`src/rtl/tq_pkg.sv`:
```
`timescale 1ns / 1ps
// Shared constants, operation and status codes, and controller/datapath buses
// for the team queue. No dependencies.
package tq_pkg;

    localparam int MEMBER_COUNT = 4096;
    localparam int MAX_TEAMS    = 16;
    localparam int QUEUE_DEPTH  = 256;

    localparam int CLASS_COUNT  = MAX_TEAMS + 1;
    localparam int NO_TEAM      = MAX_TEAMS;

    localparam int VALUE_W  = 32;
    localparam int OP_W     = 2;
    localparam int MEMBER_W = 12;
    localparam int TEAM_W   = 4;
    localparam int STATUS_W = 2;
    localparam int CNT_W    = $clog2(QUEUE_DEPTH + 1);
    localparam int SLOT_W   = $clog2(QUEUE_DEPTH);
    localparam int CLASS_W  = $clog2(CLASS_COUNT);
    localparam int USED_W   = $clog2(CLASS_COUNT + 1);
    localparam int TADDR_W  = $clog2(MEMBER_COUNT);

    localparam logic [OP_W-1:0] OP_ASSIGN  = 2'd0;
    localparam logic [OP_W-1:0] OP_ENQUEUE = 2'd1;
    localparam logic [OP_W-1:0] OP_DEQUEUE = 2'd2;
    localparam logic [OP_W-1:0] OP_CLEAR   = 2'd3;

    localparam logic [STATUS_W-1:0] ST_OK    = 2'd0;
    localparam logic [STATUS_W-1:0] ST_EMPTY = 2'd1;
    localparam logic [STATUS_W-1:0] ST_FULL  = 2'd2;

    // controller -> datapath
    typedef struct packed {
        logic capture;  // input transfer this cycle
        logic exec;     // execute captured operation
        logic sweep;    // write one table entry to no-team
        logic finish;   // post result of a clear on the last sweep entry
    } t_cmd;

    // datapath -> controller
    typedef struct packed {
        logic out_free;
        logic is_clear;
        logic sweep_last;
    } t_stat;

endpackage

```
`src/rtl/tq_ctrl.sv`:
```
`timescale 1ns / 1ps
// Sequencer for the team queue: idle / execute / table sweep.
// Depends on tq_pkg.
module tq_ctrl (
    input  logic          i_clk,
    input  logic          i_rst_n,
    input  logic          i_in_valid,
    output logic          o_in_ready,
    input  tq_pkg::t_stat i_stat,
    output tq_pkg::t_cmd  o_cmd
);

    localparam logic [1:0] S_IDLE  = 2'd0;
    localparam logic [1:0] S_EXEC  = 2'd1;
    localparam logic [1:0] S_SWEEP = 2'd2;

    logic [1:0] r_state, n_state;
    logic       r_pending, n_pending;

    assign o_in_ready = (r_state == S_IDLE) && i_stat.out_free;

    always_comb begin
        o_cmd.capture = o_in_ready && i_in_valid;
        o_cmd.exec    = (r_state == S_EXEC);
        o_cmd.sweep   = (r_state == S_SWEEP);
        o_cmd.finish  = (r_state == S_SWEEP) && i_stat.sweep_last && r_pending;
    end

    always_comb begin
        n_state   = r_state;
        n_pending = r_pending;
        case (r_state)
            S_IDLE: begin
                if (o_cmd.capture) begin
                    n_state = S_EXEC;
                end
            end
            S_EXEC: begin
                if (i_stat.is_clear) begin
                    n_state   = S_SWEEP;
                    n_pending = 1'b1;
                end else begin
                    n_state = S_IDLE;
                end
            end
            S_SWEEP: begin
                if (i_stat.sweep_last) begin
                    n_state   = S_IDLE;
                    n_pending = 1'b0;
                end
            end
            default: begin
                n_state = S_IDLE;
            end
        endcase
    end

    always_ff @(posedge i_clk) begin
        if (!i_rst_n) begin
            r_state   <= S_SWEEP;  // table starts with a clearing pass
            r_pending <= 1'b0;
        end else begin
            r_state   <= n_state;
            r_pending <= n_pending;
        end
    end

endmodule

```
`config.mk`:
```
export PLATFORM = sky130hd
export DESIGN_NAME = tq_ctrl
export DESIGN_NICKNAME = d
export VERILOG_FILES = /design/src/rtl/tq_pkg.sv /design/src/rtl/tq_ctrl.sv
export SDC_FILE = /design/constraint.sdc
export NUM_CORES = 1
export LEC_CHECK = 0
export ABC_AREA = 1
export BUFFER_PORTS_ARGS = -buffer_cell sky130_fd_sc_hd__buf_4
export CAP_MARGIN = 15
export CORE_AREA = 3 3 40 42
export DETAILED_ROUTE_END_ITERATION = 12
export DIE_AREA = 0 0 43 45
export GPL_ROUTABILITY_DRIVEN = 0
export GPL_TIMING_DRIVEN = 0
export PLACE_DENSITY = 0.34
export SLEW_MARGIN = 10
export SYNTH_ARGS = -nofsm -noshare
export SYNTH_HDL_FRONTEND = slang
export SYNTH_SLANG_ARGS = --single-unit
```
`constraint.sdc`:
```
create_clock -name i_clk -period 0.8 [get_ports i_clk]
set_input_delay 0.16 -clock i_clk [delete_from_list [all_inputs] [get_ports i_clk]]
set_output_delay 0.16 -clock i_clk [all_outputs]
set_load 0.03 [all_outputs]
```
Word level (Yosys, flattened, before mapping)
Index checks and enable logic that the tools add are counted.
Widths: inputs -> output; s select.

word-level totals
  input bits = 6
  memories kept = 0
  latch bits = 0
  register bits after elaboration = 3
  RAM bits = 0
  bits in read-only memories = 0

operators by class
  order comparisons = 0
  eq/ne operators = 5
  divide/modulo/power cells = 0
  add/sub/neg operators = 0
  bitwise gates (word level) = 0
  reductions and logical operators = 8
  shift-type cells = 0
  multiply operators = 0
  muxes and demuxes = 7

operators by type and width
  cell                number
  $mux 2              3
  $ne 2x2->1 const B  3
  $pmux 2 s3          1
  $logic_and 1x1->1   4
  $reduce_and 3->1    1
  $eq 2x1->1 const B  1
  $eq 2x2->1 const B  1
  $logic_not 2->1     1
  $mux 1              2
  $pmux 1 s2          1
  $reduce_and 2->1    1
  $reduce_bool 2->1   1

Depth between registers and ports, before layout
Gate-level depths: netlist (run 1).

  depth after elaboration = 5
  gate-level depth with buffers = 4
  mapped depth without buffers = 4

Worst setup path after synthesis (run 1)
Ideal clock, no wire load.

  kind = reg-to-output
  from = register r_state[1]
  to = output o_cmd[3] in the netlist's numbering
  stages on the path, launching flop included = 4
  slack = -0.518 ns
  data required time = 0.640 ns
  buffers on the path = 0
  data arrival time = 1.158 ns
  cells stage by stage = dfxtp_1 -> nor3b_2 -> nand2_2 -> inv_1

RTL lines
  element                 line           source
  from (decl)             tq_ctrl.sv:17  logic [1:0] r_state, n_state;
  from (signal assigned)  tq_ctrl.sv:63  r_state <= n_state;
  to (decl)               tq_ctrl.sv:10  output tq_pkg::t_cmd o_cmd

==> results by group, run 1 <==
Cells and area
  – Fill count: 140
  – # nets final: 45
  – Area delta synth->final: 153%
  – Layout cells sized above 1: 84.2%
  – Final Cell Area: 377 µm²
  – Final Util: 29.3%
  – Antenna diodes: 0

Route
  – Vias post-DR: ~180
  – Antenna viol nets, final: 0
  – Iter 0 DRT Violations: 0
  – DR WL/cell: 8.06 µm
  – Vias/cell: 3.47
  – Residual DRC: 0
  – DR pass1 iterations: 1
  – Post-Route WL: around 430 µm

Worst setup path
  – Setup Crit Path Kind: reg -> out
  – CP Data Required Time: 0.64 ns
  – Slowest Stage Delay on Critical Path: 0.35 ns
  – Crit start category: flop
  – Worst path top cell family by delay: buffers and inverters
  – CP cell instances: buf_4 -> buf_6 -> nor2_4 -> buf_6
  – CP bufs+invs: 3
  – Setup crit end kind: output pin
  – Slowest CP cell: dfxtp_4
  – Crit path DAT: 1.06 ns
  – CP max FO: 3
  – Crit path top cell by count: buf_6

Pwr
  – Switching share of power: 26.1%
  – Register share of total power: 29.3%
  – Logic gate share of total power: between 20% and 30%
  – Clock Power Share: 47.6%
  – Internal power: 411 µW
  – Peak supply drop: around 520 µV
  – P_sw: 145 µW
  – PwrDens: 1480 mW/mm²
  – Lkg Pwr: 0.171 nW

Timing
  – RSZ-0062 raised after global routing: yes
  – Upper clock frequency limit: 818 MHz
  – Final setup viols: 8
  – Final Hold Vio Count: 0
  – Minimum clock period after layout: between 1 and 1.5 ns
  – Slew HR: 89.1%
  – Period utilization: 153%
  – Least-Margin Pin Slew: roughly 0.16 ns
  – Setup WS post-layout: -0.422 ns
  – Total Neg Setup Slack: -2.47 ns
  – Max Transition Viols Final: 0
  – Fin Clk Skew: 0.000762 ns

Yosys
  – Synth top cells by count: inv_1, dfxtp_1, nand2_1, nand2_2, nor2_2
  – EDFF count, synth: 0
  – Dominant cells by area after synthesis: dfxtp_1, inv_1, nand2_2, nor2_2, nor3b_2
  – Mapped Nets: 25
  – Synth Instances: 19
  – Seq cells post-synth: 3
  – Async SR Flop Fraction: 0%
  – Post-synth top area cell: dfxtp_1
  – Syn_area_per_cell: 7.84 µm²
  – Top_reg_cell synth: dfxtp_1
  – Sequential share of the synthesized area: 40.3%
  – Most frequent cell after synthesis: inv_1
  – Mapped Area: 149 µm²
  – Ys Warns: 0
  – Top-area cell type share of the netlist area: 40.3%
  – Synth unique cells: 10

Clock tree
  – Root Driver: clkbuf_4
  – Clk_lat worst skew: 0.23 ns
  – Clk sinks: 3
  – H-tree depth: 1
  – CTS tree: built
  – Cts bufs inserted: 3
  – Clock transition at path regs: 0.04 ns
  – CTS Buffer Depth: 2

GRT
  – First-pass GRT wire length: 834 µm
  – Pin count of the biggest net entering global routing: 4
  – Initial antenna violation count: 0
  – Total track usage: under 10%
  – Total gr overflow: 0
  – Vias in the first global route: 200

Placement
  – Number of port buffers: 10
  – Placement Setup Slack: -0.223 ns
  – Hpwl dp: 318 µm
  – Placed cell area: ~260 µm²

Min path
  – Hold Crit Class: in -> reg

Die
  – Starting Density: 11.6%
  – # IOs: 11
  – Std cell rows: 13
  – Core region area: 0.00128 mm²
  – Die height: 45 µm
  – Width of the die: around 43 µm
  – Die area: 0.00194 mm²

Outcome
  – Status: finished with violations
  – Violated checks: setup timing

Job
  – Max cap viols: 0
[final timing paths]
kind	from	to	slack, ns	depth (start not counted)
worst min-delay path	i_rst_n	r_state[1]	0.14	2
worst max register to register	r_state[1]	r_pending	-0.20	6
worst max-delay path	r_state[1]	o_cmd[2]	-0.42	4
worst min register to register	r_pending	r_pending	0.48	2
[power groups by stage]
stage / Clock (mW) / Sequential, mW / Combinational, mW
after global routing: 0.296 / 0.164 / 0.138
after detailed placement: 0 / 0.167 / 0.0879
after CTS: 0.284 / 0.163 / 0.109
after global placement: 0 / 0.167 / 0.0876
final: 0.265 / 0.163 / 0.128
after floorplan: 0 / 0.166 / 0.0495
[metrics by stage]
step,hold WS [ns],power (mW),instances
floorplan,0.259,0.215,19
global placement,0.385,0.255,44
detailed placement,0.386,0.255,44
CTS,0.132,0.556,51
global route,0.144,0.598,53
finish,0.143,0.556,53
[placed cells by master (no fill, tap or decap)]
cell      n
nand2_2   1
nand2_4   2
nand2_1   1
inv_2     2
inv_4     1
nor3b_4   1
buf_6     7
nor2_2    1
buf_4     8
nor2_4    2
clkbuf_4  3
a21oi_2   1
inv_1     2
dfxtp_1   1
clkbuf_1  1
dfxtp_4   1
dfxtp_2   1
nand3_2   1
o211ai_1  1
[state kept, by name (all words and copies together), names as in the netlist]
| signal | cells |
|---|---|
| r_pending | 1 |
| r_state | 2 |
[worst reg2reg max path: cells and delay by family (launching register included)]
| kind | cells | cell delay [ns] |
|---|---|---|
| flops | 1 | 0.35 |
| buf+inv | 3 | 0.36 |
| compound gates | 1 | 0.10 |
| simple gates | 2 | 0.13 |
[routing by layer]
metal  share of wire (%)  wire length, µm  up-vias  track usage (%)
met1                  44              187       79             6.95
li1                    -                -       97                -
met3                  12               51        0             5.18
met5                   0                0        -                0
met4                   0                0        0             5.42
met2                  44              188        8             7.78
[cells by family after synthesis]
| group | synth area share [%] |
|---|---|
| and+or+nand+nor | 36.1 |
| DFF | 40.3 |
| AOI/OAI and AO/OA | 10.9 |
| buffers and inverters | 12.6 |
[cell type report]
class,count,area (µm²),share of cell area [%]
sequential,3,65.1,17.3
clock buffer,4,26.3,6.98
timing repair buffer,15,139,36.9
tap,15,18.8,4.98
inverter,5,21.3,5.65
multi-input combinational,11,106,28.2
[timing repair]
action / CTS / global route
pin swaps: 3 / 1
setup endpoints to repair: 8 / 8
setup buffers: 3 / 3
gates resized for setup: 10 / 5
cloned: 0 / 0
hold buffers: 0 / 0
(Power assumes the default switching activity.)
==> inputs of run 2 (changes only) <==
--- a/config.mk
+++ b/config.mk
@@ -13,7 +13,7 @@
 export DIE_AREA = 0 0 43 45
 export GPL_ROUTABILITY_DRIVEN = 0
 export GPL_TIMING_DRIVEN = 0
-export PLACE_DENSITY = 0.34
+export PLACE_DENSITY_LB_ADDON = 0.12
 export SLEW_MARGIN = 10
 export SYNTH_ARGS = -nofsm -noshare
 export SYNTH_HDL_FRONTEND = slang
==> results by group, run 2 (synthesis results as in run 1) <==
Outcome
  – Status: finished with violations
  – Violated checks: setup timing

Cells and area
  – Layout cells sized above 1: 79.4% (-4.8 points)
  – Fill count: 145 (+3.6%)
  – # nets final: 41 (-8.9%)
  – Top reg by flops: r_state
  – Area delta synth->final: 109%
  – Final Cell Area: 312 µm² (-17%)
  – Biggest regs: r_state (2), r_pending (1)
  – Max reg flops: 2 (unchanged)
  – Final Util: 24.2% (-5.1 points)
  – Commonest cells after routing, fill and taps aside: buf_4, clkbuf_4, buf_6
  – Final cell count without fillers: 49 (-7.5%)
  – Most common cell after layout, fill and taps aside: buf_4
  – Antenna diodes: 0 (unchanged)

Pwr
  – Register share of total power: 31.6% (+2.3 points)
  – Internal power: 389 µW (-5.4%)
  – Logic gate share of total power: 17.8% (-5.3 points)
  – PwrDens: 1680 mW/mm² (+14%)
  – Pwr Total: 522 µW (-6.1%)
  – Peak supply drop: 1020 µV (+95%)
  – Switching share of power: 25.5% (-0.57 points)
  – Lkg Pwr: 0.137 nW (-20%)
  – Clock Power Share: 50.6% (+3.0 points)
  – P_sw: 133 µW (-8.1%)

Timing
  – Upper clock frequency limit: 839 MHz (+2.5%)
  – Least-Margin Pin Slew: 0.168 ns (+0.00401 ns)
  – Final Hold Vio Count: 0 (unchanged)
  – Slew HR: 88.8% (-0.27 points)
  – Max Transition Viols Final: 0 (unchanged)
  – Total Neg Setup Slack: -1.65 ns (+0.824 ns)
  – Setup WS post-layout: -0.392 ns (+0.0301 ns)
  – Fin Clk Skew: 0.00146 ns (+0.000699 ns)
  – Period utilization: 149% (-3.8 points)
  – Final setup viols: 7 (-1)
  – RSZ-0062 raised after global routing: yes
  – Fin Hold WS: 0.143 ns (+0.000108 ns)
  – Minimum clock period after layout: 1.19 ns (-0.0301 ns)

Die
  – Die area: 0.00194 mm² (unchanged)
  – Core region area: 0.00128 mm² (unchanged)
  – Width of the die: 43 µm (unchanged)
  – # IOs: 11 (unchanged)
  – Die height: 45 µm (unchanged)
  – Std cell rows: 13 (unchanged)
  – Starting Density: 11.6% (unchanged)

Route
  – Residual DRC: 0 (unchanged)
  – Vias/cell: 3.22 (-7.1%)
  – Vias post-DR: 158 (-14%)
  – Antenna viol nets, final: 0 (unchanged)
  – Iter 0 DRT Violations: 1 (+1)
  – DR pass1 iterations: 2 (+1)
  – Post-Route WL: 367 µm (-14%)
  – DR WL/cell: 7.49 µm (-7.0%)

Clock tree
  – Clk_lat worst skew: 0.23 ns (about the same)
  – Cts bufs inserted: 3 (unchanged)
  – CTS Buffer Depth: 2 (unchanged)
  – Clk sinks: 3 (unchanged)
  – Hold Buf Count CTS: 0 (unchanged)
  – Root Driver: clkbuf_4
  – CTS tree: built
  – Clock transition at path regs: 0.04 ns (about the same)
  – H-tree depth: 1 (unchanged)

GRT
  – Vias in the first global route: 144 (-28%)
  – Total track usage: 4.41% (-2.0 points)
  – First-pass GRT wire length: 552 µm (-34%)
  – Pin count of the biggest net entering global routing: 5 (+1)
  – Total gr overflow: 0 (unchanged)
  – Initial antenna violation count: 0 (unchanged)

Worst setup path
  – CP max FO: 2 (-1)
  – Setup Crit Path Kind: reg -> out
  – CP cell instances: nor3b_4 -> nand2_2 -> inv_4 -> buf_6
  – Crit start category: flop
  – Setup crit end kind: output pin
  – Worst path top cell family by delay: flip-flops
  – CP bufs+invs: 2 (-1)
  – Crit path DAT: 1.03 ns (-0.03 ns)
  – Slowest Stage Delay on Critical Path: 0.33 ns (-0.02 ns)
  – CP Data Required Time: 0.64 ns (about the same)
  – Slowest CP cell: dfxtp_2

Job
  – Max cap viols: 0 (unchanged)

Placement
  – Placement Setup Slack: -0.206 ns (+0.0172 ns)
  – Dpl cells: 44 (unchanged)
  – Placed cell area: 260 µm² (unchanged)
  – Number of port buffers: 10 (unchanged)

Min path
  – Hold Crit Class: in -> reg
## run 2: changes by cell type in the layout (fill, tap and decap cells not counted), sizes merged
cell / before / now
buf: 15 / 11
## run 2: repair_timing
| action | 4_1_cts | 5_1_grt |
|---|---|---|
| hold endpoints to repair | 0 | 0 |
| endpoints found under the setup margin | 8 | 8 |
| buffers inserted | 1 | 0 |
| pin swaps | 2 | 0 |
| gates resized for setup | 3 | 3 |
## run 2: power groups by stage
| stage | clock (mW) | sequential (mW) | combinational (mW) |
|---|---|---|---|
| 5_1_grt | 0.303 | 0.166 | 0.0996 |
| 2_1_floorplan | 0 | 0.166 | 0.0495 |
| 3_3_place_gp | 0 | 0.167 | 0.0877 |
| 4_1_cts | 0.277 | 0.165 | 0.0941 |
| 6_report | 0.264 | 0.165 | 0.0930 |
| 3_5_place_dp | 0 | 0.167 | 0.0882 |
## run 2: final timing paths
path	endpoint	slack [ns]	cells past startpoint	from
hold reg to reg	r_pending	0.46	2	r_pending
setup / recovery	o_cmd[3]	-0.39	4	r_state[0]
setup reg to reg	r_state[0]	-0.09	4	r_state[0]
hold / removal	r_state[1]	0.14	2	i_rst_n
## run 2: layer usage
metal	GRT usage, %	wire length, µm	share of wire [%]	vias up
met2	5.09	160	44	5
li1	-	-	-	86
met3	5.18	38	10	0
met1	4.82	167	46	67
met4	1.81	0	0	0
met5	0	0	0	-
## run 2: cell type report
type / instances / area (µm²) / share of cell area (%)
multi-input combinational: 11 / 88.8 / 28.5
clock buffer: 4 / 26.3 / 8.43
timing repair buffer: 11 / 93.8 / 30.1
sequential: 3 / 62.6 / 20.1
inverter: 5 / 21.3 / 6.83
tap: 15 / 18.8 / 6.02
## run 2: worst register-to-register path, stage by stage, from the launching register on
cell	delay (ns)
dfxtp_2	0.33
nor3b_4	0.21
nand2_2	0.10
buf_4	0.14
nor2_2	0.06
==> inputs of run 3 (changes only) <==
--- a/config.mk
+++ b/config.mk
@@ -6,11 +6,11 @@
 export NUM_CORES = 1
 export LEC_CHECK = 0
 export ABC_AREA = 1
-export BUFFER_PORTS_ARGS = -buffer_cell sky130_fd_sc_hd__buf_4
 export CAP_MARGIN = 15
 export CORE_AREA = 3 3 40 42
 export DETAILED_ROUTE_END_ITERATION = 12
 export DIE_AREA = 0 0 43 45
+export DONT_BUFFER_PORTS = 1
 export GPL_ROUTABILITY_DRIVEN = 0
 export GPL_TIMING_DRIVEN = 0
 export PLACE_DENSITY_LB_ADDON = 0.12
==> results by group, run 3 (synthesis results as in run 1) <==
Outcome
  – Status: finished with violations
  – Violated checks: setup timing

Cells and area
  – Antenna diodes: 0 (unchanged)
  – Layout cells sized above 1: 73.1% (-6.3 points)
  – Top reg by flops: r_state
  – Final Cell Area: 264 µm² (-15%)
  – Commonest cells after routing, fill and taps aside: inv_1, nand2_2, clkbuf_4
  – Area delta synth->final: 77.3%
  – Biggest regs: r_state (2), r_pending (1)
  – # nets final: 33 (-20%)
  – Max reg flops: 2 (unchanged)

Timing
  – RSZ-0062 raised after global routing: yes
  – Period utilization: 172% (+23 points)
  – Upper clock frequency limit: 726 MHz (-13%)
  – Slew HR: 71.7% (-17 points)
  – Max Transition Viols Final: 0 (unchanged)
  – Fin Hold WS: 0.0344 ns (-0.109 ns)
  – Final setup viols: 8 (+1)
  – Minimum clock period after layout: 1.38 ns (+0.185 ns)
  – Total Neg Setup Slack: -3.02 ns (-1.38 ns)
  – Fin Clk Skew: 0.00218 ns (+0.000720 ns)
  – Final Hold Vio Count: 0 (unchanged)
  – Least-Margin Pin Slew: 0.424 ns (+0.257 ns)
  – Setup WS post-layout: -0.577 ns (-0.185 ns)

Placement
  – Placed cell area: 185 µm² (-29%)
  – Hpwl dp: between 200 and 300 µm
  – Number of port buffers: 0 (-10)
  – Placement Setup Slack: -0.387 ns (-0.180 ns)

Route
  – DR WL/cell: 9.10 µm (+21%)
  – Post-Route WL: 373 µm (+1.6%)
  – Residual DRC: 0 (unchanged)
  – Iter 0 DRT Violations: 3 (+2)
  – Vias post-DR: 137 (-13%)
  – Antenna viol nets, final: 0 (unchanged)
  – DR pass1 iterations: 2 (unchanged)
  – Vias/cell: 3.34 (+3.6%)

GRT
  – GR Util met2: 5.99% (+0.90 points)
  – M1 GR Usage: 3.84% (-0.98 points)
  – Vias in the first global route: 136 (-5.6%)
  – Total gr overflow: 0 (unchanged)
  – Gr busiest metal: met3
  – GR Util met3: 6.77% (+1.6 points)
  – Pin count of the biggest net entering global routing: 4 (-1)
  – Total track usage: 4.66% (+0.24 points)
  – First-pass GRT wire length: 545 µm (-1.3%)
  – Initial antenna violation count: 0 (unchanged)

Pwr
  – PwrDens: 1940 mW/mm² (+16%)
  – Peak supply drop: 859 µV (-16%)
  – Lkg Pwr: 0.0967 nW (-29%)

Worst setup path
  – CP Data Required Time: 0.64 ns (about the same)
  – Crit path DAT: 1.22 ns (+0.19 ns)
  – Crit start category: flop
  – Slowest CP cell: nor3b_4
  – Setup crit end kind: output pin
  – Setup Crit Path Kind: reg -> out
  – CP cell instances: nor3b_4 -> nand2_2 -> inv_4
  – Slowest Stage Delay on Critical Path: 0.39 ns (+0.06 ns)
  – CP max FO: 2 (unchanged)

Die
  – Core region area: 0.00128 mm² (unchanged)
  – Die area: 0.00194 mm² (unchanged)
  – Std cell rows: 13 (unchanged)
  – Width of the die: 43 µm (unchanged)
  – Die height: 45 µm (unchanged)
  – # IOs: 11 (unchanged)
  – Starting Density: 11.6% (unchanged)

Clock tree
  – CTS Buffer Depth: 2 (unchanged)
  – CTS tree: built
  – Root Driver: clkbuf_4
  – Hold Buf Count CTS: 0 (unchanged)
  – Clock transition at path regs: 0.04 ns (about the same)
  – Cts bufs inserted: 3 (unchanged)
  – H-tree depth: 1 (unchanged)
  – Clk_lat worst skew: 0.23 ns (about the same)
  – Clk sinks: 3 (unchanged)

Job
  – Max cap viols: 0 (unchanged)

Min path
  – Hold Crit Class: in -> reg
## run 3: worst paths after layout
path	from	endpoint	slack, ns	depth (start not counted)
worst max-delay path	r_state[1]	o_cmd[3]	-0.58	3
worst min-delay path	i_rst_n	r_state[1]	0.03	1
worst max register to register	r_state[1]	r_state[0]	-0.34	4
worst min register to register	r_pending	r_pending	0.47	2
## run 3: final cells by class
class	count	area (µm²)
fillers	146	1020
multi-input cells	11	104
flip-flops and latches	3	65.1
clock buffers	4	26.3
repair buffers	3	26.3
inverters	5	23.8
well taps	15	18.8
## run 3: power by group
part	internal (mW)	total, mW	switching (mW)
registers	0.155	0.161	0.00550
logic	0.0324	0.0832	0.0507
clock network	0.187	0.268	0.0809
total	0.375	0.512	0.137
## run 3: critical path, delay by kind of cell (launching register included)
kind | cells | cell delay [ns]
buffers and inverters | 1 | 0.12
flip-flops | 1 | 0.34
AND/OR/NAND/NOR | 2 | 0.52
## run 3: through the flow
step	util [%]	total power, mW	std cells
2_1_floorplan	-	0.215	19
3_3_place_gp	14.4	0.221	34
3_5_place_dp	14.4	0.220	34
4_1_cts	19.3	0.515	40
5_1_grt	20.5	0.558	41
6_report	20.5	0.512	41
## run 3: metal layers
layer,share of wire [%],routed length (µm)
met1,37,137
met2,51,191
met3,12,43
met4,0,0
met5,0,0
## run 3: repair_timing
action                     4_1_cts  5_1_grt
setup buffers                    2        1
setup endpoints to repair        8        8
pin swaps                        4        4
gates resized for setup          5        3
